==> config.mk <==
export PLATFORM = sky130hd
export DESIGN_NAME = idle_dim_blank_sleep_controller
export DESIGN_NICKNAME = d
export VERILOG_FILES = /design/src/rtl/core/idbs_pkg.sv /design/src/rtl/core/idle_dim_blank_sleep_controller.sv /design/src/rtl/core/idbs_eval.sv
export SDC_FILE = /design/constraint.sdc
export NUM_CORES = 1
export LEC_CHECK = 0
export ABC_CLOCK_PERIOD_IN_PS = 4400
export BUFFER_PORTS_ARGS = -buffer_cell sky130_fd_sc_hd__clkbuf_2
export CAP_MARGIN = 10
export CORE_ASPECT_RATIO = 1.5
export CORE_UTILIZATION = 35
export CTS_BUF_LIST = sky130_fd_sc_hd__clkbuf_2
export DETAILED_ROUTE_END_ITERATION = 8
export PLACE_DENSITY = 0.49
export REMOVE_ABC_BUFFERS = 1
export SYNTH_ARGS = -nofsm -noshare
export SYNTH_HDL_FRONTEND = slang
export SYNTH_SLANG_ARGS = --single-unit
==> constraint.sdc <==
create_clock -name clk -period 4.4 [get_ports clk]
set_clock_uncertainty 0.15 [all_clocks]
set_input_delay 0.44 -clock clk [delete_from_list [all_inputs] [get_ports clk]]
set_output_delay 0.44 -clock clk [all_outputs]
set_load 0.1 [all_outputs]
==> src/rtl/core/idbs_pkg.sv <==
`default_nettype none

package idbs_pkg;

  localparam int TIMER_BITS = 20;
  localparam int SECS_W     = 20;
  localparam int LOAD_W     = 7;

  typedef logic [1:0]            mode_t;
  typedef logic [1:0]            cmd_t;
  typedef logic [1:0]            phase_t;
  typedef logic [1:0]            cfg_index_t;
  typedef logic [SECS_W-1:0]     secs_t;
  typedef logic [LOAD_W-1:0]     load_t;
  typedef logic [TIMER_BITS-1:0] count_t;

  localparam mode_t MODE_NORMAL = 2'd0;
  localparam mode_t MODE_DIM    = 2'd1;
  localparam mode_t MODE_BLANK  = 2'd2;
  localparam mode_t MODE_SLEEP  = 2'd3;

  localparam cmd_t CMD_TICK   = 2'd0;
  localparam cmd_t CMD_ACTIVE = 2'd1;
  localparam cmd_t CMD_IDLE   = 2'd2;
  localparam cmd_t CMD_REEVAL = 2'd3;

  localparam phase_t PH_UNARMED  = 2'd0;
  localparam phase_t PH_COUNTING = 2'd1;
  localparam phase_t PH_SPENT    = 2'd2;

  localparam cfg_index_t CFG_BLANK_SECONDS = 2'd0;
  localparam cfg_index_t CFG_SLEEP_SECONDS = 2'd1;
  localparam cfg_index_t CFG_CHECK_CPU     = 2'd2;
  localparam cfg_index_t CFG_BUSY_LIMIT    = 2'd3;

  localparam secs_t RESET_BLANK_SECONDS = 20'd1048575;
  localparam secs_t RESET_SLEEP_SECONDS = 20'd1048575;
  localparam load_t RESET_BUSY_LIMIT    = 7'd5;

  typedef struct packed {
    secs_t blank_seconds;
    secs_t sleep_seconds;
    logic  check_cpu_enable;
    load_t cpu_busy_limit;
  } idbs_cfg_t;

  typedef struct packed {
    mode_t  mode;
    logic   user_idle;
    phase_t blank_phase;
    count_t blank_rem;
    phase_t sleep_phase;
    count_t sleep_rem;
  } idbs_state_t;

  typedef struct packed {
    logic session_quiet;
    logic idle_blocked;
    logic sleep_blocked;
  } idbs_flags_t;

  function automatic count_t load_counter(secs_t secs);
    logic [32:0] v;
    logic [32:0] lim;
    begin
      v   = 33'(secs);
      lim = (33'd1 << TIMER_BITS) - 33'd1;
      return count_t'((v > lim) ? lim : v);
    end
  endfunction

endpackage

`default_nettype wire

==> src/rtl/core/idle_dim_blank_sleep_controller.sv <==
// Idle mode controller: each accepted transaction (a one-second tick, a user
// event or a re-evaluate command) updates the mode and the blank and sleep
// counters in the cycle it is accepted, so one transaction is taken every
// clock cycle while item_stall is low. Its result (mode after the
// transaction and a changed flag) goes to the output register, or to a
// one-entry skid stage behind it while a result is stalled; the skid entry
// lets one further transaction in, and item_stall rises only when it is
// occupied. Timeouts written through the configuration port take effect at
// the next arming, so the host should send a re-evaluate after changing them.
`default_nettype none

module idle_dim_blank_sleep_controller (
  input  logic                 clk,
  input  logic                 rst,
  input  logic                 cfg_write,
  input  idbs_pkg::cfg_index_t cfg_index,
  input  idbs_pkg::secs_t      cfg_data,
  input  logic                 item_valid,
  output logic                 item_stall,
  input  idbs_pkg::cmd_t       command,
  input  logic                 session_quiet,
  input  logic                 idle_blocked,
  input  logic                 sleep_blocked,
  input  idbs_pkg::load_t      cpu_load,
  output logic                 result_valid,
  input  logic                 result_stall,
  output idbs_pkg::mode_t      mode_now,
  output logic                 mode_changed
);
  import idbs_pkg::*;

  idbs_cfg_t   cfg;
  idbs_state_t state;
  idbs_state_t state_next;
  idbs_flags_t flags;
  logic        item_accept;
  logic        result_taken;
  logic        skid_valid;
  mode_t       skid_mode;
  logic        skid_changed;
  mode_t       new_mode;
  logic        new_changed;

  assign flags = '{session_quiet: session_quiet,
                   idle_blocked:  idle_blocked,
                   sleep_blocked: sleep_blocked};

  idbs_eval u_eval (
    .state_cur  (state),
    .cfg        (cfg),
    .command    (command),
    .flags      (flags),
    .cpu_load   (cpu_load),
    .state_next (state_next)
  );

  assign item_stall   = skid_valid;
  assign item_accept  = item_valid && !skid_valid;
  assign result_taken = result_valid && !result_stall;
  assign new_mode     = state_next.mode;
  assign new_changed  = state_next.mode != state.mode;

  always_ff @(posedge clk) begin
    if (rst) begin
      cfg.blank_seconds    <= RESET_BLANK_SECONDS;
      cfg.sleep_seconds    <= RESET_SLEEP_SECONDS;
      cfg.check_cpu_enable <= 1'b0;
      cfg.cpu_busy_limit   <= RESET_BUSY_LIMIT;
    end else if (cfg_write) begin
      unique case (cfg_index)
        CFG_BLANK_SECONDS: cfg.blank_seconds    <= cfg_data;
        CFG_SLEEP_SECONDS: cfg.sleep_seconds    <= cfg_data;
        CFG_CHECK_CPU:     cfg.check_cpu_enable <= cfg_data[0];
        CFG_BUSY_LIMIT:    cfg.cpu_busy_limit   <= cfg_data[LOAD_W-1:0];
      endcase
    end
  end

  always_ff @(posedge clk) begin
    if (rst) begin
      state.mode        <= MODE_NORMAL;
      state.user_idle   <= 1'b0;
      state.blank_phase <= PH_UNARMED;
      state.blank_rem   <= '0;
      state.sleep_phase <= PH_UNARMED;
      state.sleep_rem   <= '0;
    end else if (item_accept) begin
      state <= state_next;
    end
  end

  always_ff @(posedge clk) begin
    if (rst) begin
      result_valid <= 1'b0;
      skid_valid   <= 1'b0;
    end else if (skid_valid) begin
      if (result_taken) begin
        mode_now     <= skid_mode;
        mode_changed <= skid_changed;
        skid_valid   <= 1'b0;
      end
    end else if (item_accept) begin
      if (!result_valid || result_taken) begin
        mode_now     <= new_mode;
        mode_changed <= new_changed;
        result_valid <= 1'b1;
      end else begin
        skid_mode    <= new_mode;
        skid_changed <= new_changed;
        skid_valid   <= 1'b1;
      end
    end else if (result_taken) begin
      result_valid <= 1'b0;
    end
  end

endmodule

`default_nettype wire

==> src/rtl/core/idbs_eval.sv <==
`default_nettype none

module idbs_eval (
  input  idbs_pkg::idbs_state_t state_cur,
  input  idbs_pkg::idbs_cfg_t   cfg,
  input  idbs_pkg::cmd_t        command,
  input  idbs_pkg::idbs_flags_t flags,
  input  idbs_pkg::load_t       cpu_load,
  output idbs_pkg::idbs_state_t state_next
);
  import idbs_pkg::*;

  always_comb begin
    idbs_state_t s;
    logic blank_fire;
    logic sleep_fire;
    s          = state_cur;
    blank_fire = 1'b0;
    sleep_fire = 1'b0;

    unique case (command)
      CMD_TICK: begin
        if (s.blank_phase == PH_COUNTING) begin
          if (s.blank_rem[TIMER_BITS-1:1] == '0) begin
            blank_fire  = 1'b1;
            s.blank_rem = '0;
          end else begin
            s.blank_rem = s.blank_rem - count_t'(1);
          end
        end
        if (s.sleep_phase == PH_COUNTING) begin
          if (s.sleep_rem[TIMER_BITS-1:1] == '0) begin
            sleep_fire  = 1'b1;
            s.sleep_rem = '0;
          end else begin
            s.sleep_rem = s.sleep_rem - count_t'(1);
          end
        end
        if (blank_fire) begin
          s.blank_phase = PH_SPENT;
          if (s.mode != MODE_SLEEP) begin
            s.mode = MODE_BLANK;
          end
        end
        if (sleep_fire) begin
          if (cfg.check_cpu_enable && (cpu_load > cfg.cpu_busy_limit)) begin
            s.sleep_phase = PH_COUNTING;
            s.sleep_rem   = load_counter(cfg.sleep_seconds);
          end else begin
            s.sleep_phase = PH_SPENT;
            s.mode        = MODE_SLEEP;
          end
        end
      end
      CMD_ACTIVE: s.user_idle = 1'b0;
      CMD_IDLE:   s.user_idle = 1'b1;
      CMD_REEVAL: s.user_idle = state_cur.user_idle;
    endcase

    if (command != CMD_TICK) begin
      if (!s.user_idle || flags.idle_blocked) begin
        s.mode        = MODE_NORMAL;
        s.blank_phase = PH_UNARMED;
        s.blank_rem   = '0;
        s.sleep_phase = PH_UNARMED;
        s.sleep_rem   = '0;
      end else begin
        if (s.mode == MODE_NORMAL) begin
          s.mode = MODE_DIM;
        end
        if ((s.blank_phase == PH_UNARMED) && (cfg.blank_seconds != '0)) begin
          s.blank_phase = PH_COUNTING;
          s.blank_rem   = load_counter(cfg.blank_seconds);
        end
        if (flags.sleep_blocked) begin
          s.sleep_phase = PH_UNARMED;
          s.sleep_rem   = '0;
        end else if (flags.session_quiet) begin
          if ((s.sleep_phase == PH_UNARMED) && (cfg.sleep_seconds != '0)) begin
            s.sleep_phase = PH_COUNTING;
            s.sleep_rem   = load_counter(cfg.sleep_seconds);
          end
        end
      end
    end

    state_next = s;
  end

endmodule

`default_nettype wire

Word level (Yosys, flattened, before mapping)
Index checks and enable logic that the tools add are counted.
Widths: inputs -> output; s select.
{ "totals": {"output_inout_bits": 5, "input_bits": 39, "reg_bits": 103, "elab_cells": 109} }
{ "classes": {"n_addsub": 2, "reduce_logical": 31, "mux": 45, "n_lt_le_gt_ge": 1, "bitwise_logic": 3, "eq_ne": 11} }
{ "op_table": {"columns": ["op", "count"], "rows": [
  ["$mux 44", 3],
  ["$mux 22", 5],
  ["$mux 20", 5],
  ["$reduce_bool 20->1", 2],
  ["$sub 20x1->20 const B", 2],
  ["$logic_not 19->1", 2],
  ["$mux 2", 14],
  ["$mux 1", 17],
  ["$logic_not 2->1", 5],
  ["$eq 2x1->1 const B", 4],
  ["$reduce_and 2->1", 4],
  ["$reduce_and 4->1", 2],
  ["$reduce_bool 2->1", 4],
  ["$gt 7x7->1", 1],
  ["$eq 2x2->1 const B", 3],
  ["$logic_and 1x1->1", 5],
  ["$logic_not 1->1", 4],
  ["$ne 2x2->1 const B", 2],
  ["$not 1->1", 3],
  ["$reduce_and 3->1", 1],
  ["$logic_or 1x1->1", 2],
  ["$ne 2x1->1 const B", 1],
  ["$ne 2x2->1", 1],
  ["$pmux 1 s2", 1]
]} }

Depth between registers and ports, before layout
Gate-level depths: netlist (run 1).
{ "logic_depth": {"word_depth": 16, "ltp_mapped": 9, "depth_no_buf": 8} }

By module
Synthesis (run 1) repeated with hierarchy kept, for this count alone.
{ "unflattened": {"hier_cells": 762, "hier_area_um2": 5998.3} }
{ "by_module_without_submodules": {"columns": ["module", "cells_per_inst", "area_per_inst_um2", "seq_area_each_um2", "n_inst"], "rows": [
  ["idle_dim_blank_sleep_controller", 422, 3768.6, 2122.0, 1],
  ["idbs_eval", 340, 2229.6, 0.0, 1]
]} }

Least setup slack after synthesis (run 1)
Ideal clock, no wire load.
{ "synth_path": {"kind": "register to register", "startpoint": "register state[25] (netlist name)", "endpoint": "register mode_now[0], data pin", "setup_time_ps": 260, "arrival_time_ps": 2538, "stages_incl_launch_ff": 7, "path_slack_ps": 1452, "synth_period_minus_slack_ps": 2948, "t_required_ps": 3990, "path_cell_list": "dfxtp_1 > or4_4 > or4_4 > or4_1 > o211a_1 > a21o_1 > mux2_2"} }
{ "synth_rtl": {"columns": ["element", "line", "rtl"], "rows": [
  ["start, declared", "idle_dim_blank_sleep_controller.sv:33", "idbs_state_t state;"],
  ["start signal, assigned", "idle_dim_blank_sleep_controller.sv:88", "state <= state_next;"],
  ["end signal, assigned", "idle_dim_blank_sleep_controller.sv:98", "mode_now <= skid_mode;"],
  ["end signal, assigned", "idle_dim_blank_sleep_controller.sv:104", "mode_now <= new_mode;"],
  ["end, declared", "idle_dim_blank_sleep_controller.sv:27", "output idbs_pkg::mode_t mode_now,"]
]} }

Worst setup path after layout (run 1)
{ "layout_path": {"startpoint": "register state[8] (netlist name)", "endpoint": "register state[3] (netlist name)"} }
{ "layout_via": {"elab_chain_len": 13, "word_cells_on_any_way": 16} }
{ "layout_lines": {"columns": ["element", "line", "rtl"], "rows": [
  ["$logic_not 19->1 *", "idbs_eval.sv:32", "if (s.sleep_rem[TIMER_BITS-1:1] == '0) begin"],
  ["$mux 1", "idbs_eval.sv:32", null],
  ["$mux 1", "idbs_eval.sv:31", "if (s.sleep_phase == PH_COUNTING) begin"],
  ["$mux 1", "idbs_eval.sv:21", "unique case (command)"],
  ["$mux 22 *", "idbs_eval.sv:45", "if (sleep_fire) begin"],
  ["$mux 44 *", "idbs_eval.sv:21", null],
  ["$logic_not 2->1", "idbs_eval.sv:79", "if ((s.sleep_phase == PH_UNARMED) && (cfg.sleep_seconds != '0)) begin"],
  ["$logic_and 1x1->1", "idbs_eval.sv:79", null],
  ["$mux 22", "idbs_eval.sv:79", null],
  ["$mux 22", "idbs_eval.sv:78", "end else if (flags.session_quiet) begin"],
  ["$mux 22", "idbs_eval.sv:75", "if (flags.sleep_blocked) begin"],
  ["$mux 44", "idbs_eval.sv:61", "if (!s.user_idle || flags.idle_blocked) begin"],
  ["$mux 44 *", "idbs_eval.sv:60", "if (command != CMD_TICK) begin"]
]} }
Mark *: on every way between the ends. The rest lies on a longest branch, timed or not. The select of a mux whose other input is x is not followed.
A chain may end at the register's enable or synchronous reset.

==> flow_summary_export.csv, run 1 <==
group,metric,value,unit
clock_tree,clk_pin_slew,300,ps
routing,drc,0,
finish,multi_input_area,3500,um2
setup_path,end_kind,"register",
run_status,status,"finished clean",
power,p_leak,0.00257,uW
power,intPower,1330,uW
sta,setup_ws,1070,ps
power,power.density,298,nW/um2
clock_tree,cts.repair.resized,0,
synth,netlist.area_leader.share,33.2,%
global_routing,grt_pass1_vias,5655,
setup_path,r2r_setup_slack,1070,ps
routing,ant_nets,0,
clock_tree,cts_buffers,9,
routing,wl_per_cell,19.2,um
power,switchingPower,649,uW
setup_path,rr_endpoint,"state[3]$_SDFFE_PP0P_",
floorplanning,std_cell_rows,57,
sta,fin_crit_sh,75.8,%
finish,fillers,1721,
sta,rsz0062_at_grt,"false",
worst_hold_path,whs_path_depth,4,
floorplanning,die_x,107,um
floorplanning,io_pins,44,
sta,slew_violations,0,
synth,ys_types,66,
power,netSwitchingFraction,32.7,%
synth,ys.flop_type,"dfxtp_1",
worst_hold_path,hold_path_end,"cfg[7]$_SDFFE_PP0P_",
clock_tree,root_buffer,"clkbuf_2",
sta,worst_pin_slew,917,ps
routing,dr.pass1.iters,5,
global_routing,antenna_found_initial,1,
clock_tree,cts_tree,"built",
setup_path,startpoint_type,"register",
clock_tree,postCtsSetupBuffers,0,
setup_path,worstPathArrival,3750,ps
clock_tree,cts_buffer_depth,2,
power,pwr-share-comb,21.2,%
worst_hold_path,hold_class,"primary input to register",
sta,finalHoldViolCount,0,
clock_tree,hold_buffers,23,
setup_path,crit_type,"register to register",
clock_tree,cts.sinks,103,
clock_tree,htreeDepth,3,
global_routing,grt_pass1_wl,30900,um
synth,synth.area.top_cells,"dfxtp_1, nand2_1, mux2i_1",
synth,ys.warnings.count,0,
floorplanning,die_y,160,um
synth,synthCells,748,
setup_path,worstPathRequired,4810,ps
routing,drt_iter0_drc,428,
routing,routed_wl,19400,um
placement,dp_hpwl,13900,um
routing,drt-vias-per-instance,5.85,
finish,area_growth,14.1,%
sta,slew_headroom,37.9,%
setup_path,path_max_fanout,22,
sta,max_freq,300,MHz
finish,regArea,2120,um2
sta,min_period,3330,ps
worst_hold_path,hp-start,"cfg_index[0]",
sta,tns,0,ps
finish,drive_above_1_share,11.0,%
synth,ys_seq_area_share,36.3,%
clock_tree,insertion_delay,640,ps
floorplanning,initial_utilization,35.9,%
placement,dpl_worst_slack,1200,ps
sta,setup_viol,0,
routing,vias,5905,
placement,io_buffer_count,43,
floorplanning,dieArea,17200,um2
synth,ys_seq_elements,103,
setup_path,rr_worst_depth,7,
placement,gp_congestion,0.835,
global_routing,grt_max_degree,56,
synth,synth_top_area_cell,"dfxtp_1",
floorplanning,core_area,16300,um2
power,clockPowerShare,26.5,%
synth,synthArstFlopShare,0,%
power,ir_worst_vdd,0.146,mV
power,seqPwrFrac,52.3,%
setup_path,rr_startpoint,"state[8]$_SDFFE_PP0P_",
job,max_cap_violations,0,
global_routing,grt-ovfl-total,0,
global_routing,track_usage,23.2,%
synth,synth_edf_count,6,
synth,synth_area,5840,um2
synth,syn_area_per_cell,7.81,um2
finish,layout.nets,848,
worst max path at each step:
stage / from / slack [ps] / depth (start not counted) / endpoint
after CTS: state[8]$_SDFFE_PP0P_ / 1110 / 7 / state[3]$_SDFFE_PP0P_
final: state[8]$_SDFFE_PP0P_ / 1070 / 7 / state[3]$_SDFFE_PP0P_
after floorplan: item_stall$_SDFF_PP0_ / 410 / 5 / state[2]$_SDFFE_PP0P_
after detailed placement: state[8]$_SDFFE_PP0P_ / 1200 / 7 / state[3]$_SDFFE_PP0P_
after global placement: state[8]$_SDFFE_PP0P_ / 1260 / 7 / state[14]$_SDFFE_PP0P_
after global routing: state[8]$_SDFFE_PP0P_ / 880 / 7 / state[3]$_SDFFE_PP0P_
state kept, by name, summed over array words and instances, names as in the netlist:
name / cells
cfg: 48
item_stall: 1
mode_changed: 1
mode_now: 2
result_valid: 1
skid_changed: 1
skid_mode: 2
state: 47
metal layers:
layer / vias up / track usage (%) / share of wire, %
met3: 45 / 2.98 / 2.9
met2: 126 / 41.2 / 52
met1: 2856 / 26.9 / 41
met4: 0 / 11.0 / 3.5
li1: 2878 / - / -
met5: - / 0 / 0
cells in the mapped netlist (6+ instances only):
library cell / instances
or4_1: 8
a221oi_1: 7
xnor2_1: 6
o221ai_1: 9
nor4_1: 21
a21oi_1: 45
a211o_1: 6
dfxtp_1: 97
o21ai_0: 42
edfxtp_1: 6
nor3_1: 22
a31oi_1: 20
nand3_1: 41
inv_1: 21
mux2i_1: 24
clkbuf_1: 39
a22oi_1: 12
nand2_1: 117
ha_1: 11
and3_1: 9
xor2_1: 11
o211ai_1: 16
a211oi_1: 8
or3_1: 15
nand4_1: 6
nor2_1: 50
worst max-delay path: stages (launching register included):
cell and delay [ps]:
dfxtp_1 440, nor4_1 550, nand4_1 390, or4b_1 590, buf_4 240, nor2_1 470, a22oi_1 200, o221ai_1 220
logic make-up (layout without fill, tap and decap cells):
logic type      count (synthesis)  in the layout  share of synthesized area (%)
simple gates                  322            322                           27.2
compound gates                203            203                           22.7
flops                         103            103                           36.3
buf+inv                        65            120                           4.18
mux                            27             27                           4.69
xor+xnor                       17             17                           2.55
fa+ha+maj                      11             11                           2.36
other cells                     0              1                              0
placed cells by master (no fill, tap or decap), types with 7 or more instances in the layout:
cell type / Yosys / layout
mux2i_1: 24 / 24
dlygate4sd3_1: 0 / 23
a31oi_1: 20 / 20
a21oi_1: 45 / 45
clkbuf_2: 0 / 53
a211oi_1: 8 / 8
inv_1: 21 / 21
nand3_1: 41 / 41
nor2_1: 50 / 50
dfxtp_1: 97 / 97
o211ai_1: 16 / 16
buf_4: 0 / 15
o21ai_0: 42 / 42
nor4_1: 21 / 20
ha_1: 11 / 10
nor3_1: 22 / 22
and3_1: 9 / 9
or4_1: 8 / 8
a22oi_1: 12 / 12
or3_1: 15 / 15
nand2_1: 117 / 117
o221ai_1: 9 / 9
a221oi_1: 7 / 7
xor2_1: 11 / 11
power groups by stage:
stage	logic, uW	clock network (uW)	registers [uW]
after floorplan	250	0	1060
after global placement	397	0	1050
after detailed placement	401	0	1050
after CTS	419	545	1040
after global routing	462	580	1050
final	420	526	1040
per-stage QoR:
step / hold slack [ps] / cell area (um2) / util, % / cells / total power, uW
2_1_floorplan: 280 / 5680 / - / 706 / 1310
3_3_place_gp: 297 / 6300 / 38.7 / 970 / 1450
3_5_place_dp: 297 / 6300 / 38.7 / 970 / 1460
4_1_cts: 7.70 / 6660 / 41.0 / 1009 / 2000
5_1_grt: 21.4 / 6660 / 41.0 / 1010 / 2090
6_report: 62.0 / 6660 / 41.0 / 1010 / 1980
layout make-up:
type / count / share of cell area, %
sequential: 103 / 31.8
multi-input combinational: 580 / 52.6
clock inverter: 6 / 1.24
inverter: 23 / 1.30
timing repair buffer: 81 / 8.38
tap: 206 / 3.87
clock buffer: 10 / 0.751
antenna: 1 / 0.0376
No activity file was read; power rests on OpenSTA's default activity.
==> run 2: changes to the inputs <==
Settings changed: ABC_AREA from default to 1, ABC_CLOCK_PERIOD_IN_PS 4400 to 3200.
Clock period 4.4 ns to 3.2 ns, I/O delays scaled along.
==> run 2 against run 1 <==
Sequential power increased by 38%. Worst setup slack lost 570 ps. Via count is 7.6% higher. Critical endpoint is now state[32]$_SDFFE_PP0P_. Clock-buffer cell count decreased by 1.
==> flow_summary_export.csv, run 2 <==
group,metric,value,unit
placement,dpl_worst_slack,789,ps
placement,gp_congestion,0.845,
sta,max_freq,370,MHz
clock_tree,htreeDepth,3,
setup_path,max_stage_delay,550,ps
synth,ys_types,38,
setup_path,timing.critical_path.buf_inv,5,
placement,dp_hpwl,14200,um
setup_path,end_kind,"register",
setup_path,startpoint_type,"primary input",
setup_path,worstPathCellList,"dlygate4sd3_1 -> clkbuf_2 -> inv_1 -> ha_1 -> dlygate4sd3_1 -> o21ai_1 -> nor2_4 -> inv_1 -> nand2_2 -> nand2_1 -> nor2_2 -> nand4_1 -> a21oi_1",
placement,io_buffer_count,43,
finish,layout.cells.non_filler,1236,
routing,vias,6351,
routing,dr.pass1.iters,5,
routing,wl_per_cell,15.9,um
clock_tree,postCtsSetupBuffers,0,
clock_tree,cts_buffers,9,
global_routing,antenna_found_initial,1,
finish,final_cell_area,7100,um2
clock_tree,root_buffer,"clkbuf_2",
global_routing,grt_pass1_wl,31500,um
sta,slew_headroom,49.4,%
sta,fin_crit_sh,84.5,%
setup_path,worstPathArrival,3170,ps
sta,worst_pin_slew,756,ps
global_routing,track_usage,21.9,%
routing,drt-vias-per-instance,5.14,
clock_tree,cts_tree,"built",
routing,drt_iter0_drc,309,
floorplanning,core_area,17300,um2
floorplanning,die_x,111,um
synth,syn_area_per_cell,6.50,um2
sta,tns,0,ps
synth,ys_seq_area_share,34.1,%
placement,dp_cells,1188,
synth,synthArstFlopShare,0,%
setup_path,worstPathRequired,3660,ps
synth,ys.warnings.count,0,
sta,finalHoldViolCount,0,
job,max_cap_violations,0,
sta,setup_viol,0,
setup_path,crit_type,"primary input to register",
global_routing,grt-ovfl-total,0,
synth,netlist.area_leader.share,31.2,%
finish,top_regs,"cfg (48), state (47)",
clock_tree,cts_buffer_depth,2,
finish,regMostFlops,"cfg",
worst_hold_path,hold_class,"primary input to register",
finish,layout.nets,1067,
synth,synth.area.top_cells,"dfxtp_1, nand2_1, inv_1",
synth,ys.flop_type,"dfxtp_1",
clock_tree,insertion_delay,650,ps
power,ir_worst_vdd,0.235,mV
synth,synth_area,6220,um2
setup_path,path_max_fanout,10,
placement,placed_cell_area,6670,um2
run_status,status,"finished clean",
clock_tree,clk_pin_slew,300,ps
global_routing,grt_max_degree,52,
finish,area_growth,14.2,%
finish,fillers,1922,
sta,rsz0062_at_grt,"false",
finish,final_cell_mix,"nand2_1, inv_1, dfxtp_1, nor2_1, nand3_1",
sta,setup_ws,496,ps
synth,synthCells,956,
finish,final_common_cell,"nand2_1",
synth,yosysMostFrequentCell,"nand2_1",
power,p_leak,0.00326,uW
clock_tree,hold_buffers,31,
floorplanning,io_pins,44,
routing,routed_wl,19700,um
routing,drc,0,
synth,ys_seq_elements,103,
synth,synthTopCellsByCount,"nand2_1, inv_1, dfxtp_1",
floorplanning,std_cell_rows,59,
finish,largest_register_ffs,48,
clock_tree,cts.sinks,103,
synth,synth_edf_count,6,
clock_tree,cts.repair.resized,0,
global_routing,grt_pass1_vias,6043,
setup_path,worst_path_max_delay_cell,"dlygate4sd3_1",
finish,drive_above_1_share,9.88,%
synth,synth_top_area_cell,"dfxtp_1",
sta,min_period,2700,ps
setup_path,crit_family,"buffers and inverters",
sta,slew_violations,0,
routing,ant_nets,0,
floorplanning,die_y,165,um
power,power.density,398,nW/um2
floorplanning,initial_utilization,35.8,%
floorplanning,dieArea,18300,um2
[run 2: changes by cell type after synthesis, moves of 18 or more]
cell	change
nor4_1	-20
o21ai_0	+29
inv_1	+102
nand2_1	+117
mux2i_1	-24
nand3_1	+38
a21oi_1	+18
nor2_1	+34
o211ai_1	+28
[run 2: cells by family (layout without fill, tap and decap cells)]
kind of cell / Yosys count / in the layout / synth area share (%)
xor gates and xnor gates: 16 / 16 / 2.25
buffers and inverters: 165 / 231 / 10.4
DFF: 103 / 103 / 34.1
adders and majority gates: 11 / 11 / 2.21
other: 0 / 1 / 0
and+or+nand+nor: 454 / 454 / 32.0
AOI/OAI and AO/OA: 207 / 207 / 19.1
[run 2: tightest hold or removal path, cell delays in order]
cell and delay [ps]:
clkbuf_2 80, inv_1 70, ha_1 150, nand2_1 50
o21ai_1 150, a21oi_1 90
[run 2: path summary, 6_finish.rpt]
| kind | from | end | slack [ps] | depth (start not counted) |
|---|---|---|---|---|
| hold reg to reg | cfg[3]$_SDFFE_PP0P_ | cfg[3]$_SDFFE_PP0P_ | 330 | 2 |
| hold / removal | command[0] | state[44]$_SDFFE_PP0P_ | 90 | 6 |
| setup reg to reg | cfg[21]$_SDFFE_PP1P_ | state[7]$_SDFFE_PP0P_ | 910 | 12 |
| setup / recovery | command[1] | state[32]$_SDFFE_PP0P_ | 500 | 13 |
[run 2: power breakdown]
| group | leakage [uW] | switching (uW) | internal (uW) |
|---|---|---|---|
| combinational | 0.00233 | 450 | 231 |
| clock | 0.0000708 | 512 | 191 |
| sequential | 0.000853 | 65.0 | 1380 |
| total | 0.00326 | 1030 | 1800 |
[run 2: routing by layer]
metal / up-vias / wire, um / track usage, %
met2: 90 / 10300 / 40.6
met1: 2963 / 8520 / 25.7
met5: - / 0 / 0
li1: 3271 / - / -
met4: 0 / 455 / 8.79
met3: 27 / 417 / 2.45
[run 2: metrics by stage]
step | hold slack, ps | utilization, % | total power, uW
2_1_floorplan | 239 | - | 1900
3_3_place_gp | 296 | 38.4 | 2120
3_5_place_dp | 304 | 38.4 | 2110
4_1_cts | 24.4 | 40.9 | 2870
5_1_grt | 89.4 | 40.9 | 3010
6_report | 94.8 | 40.9 | 2830
[run 2: final cells by class]
class	instances	area, um2	share of cell area, %
Antenna cell	1	2.50	0.0352
Clock buffer	9	45.0	0.634
Clock inverter	7	78.8	1.11
Inverter	127	482	6.78
Multi-Input combinational cell	688	3460	48.7
Sequential cell	103	2120	29.9
Tap cell	213	267	3.75
Timing Repair Buffer	88	643	9.06
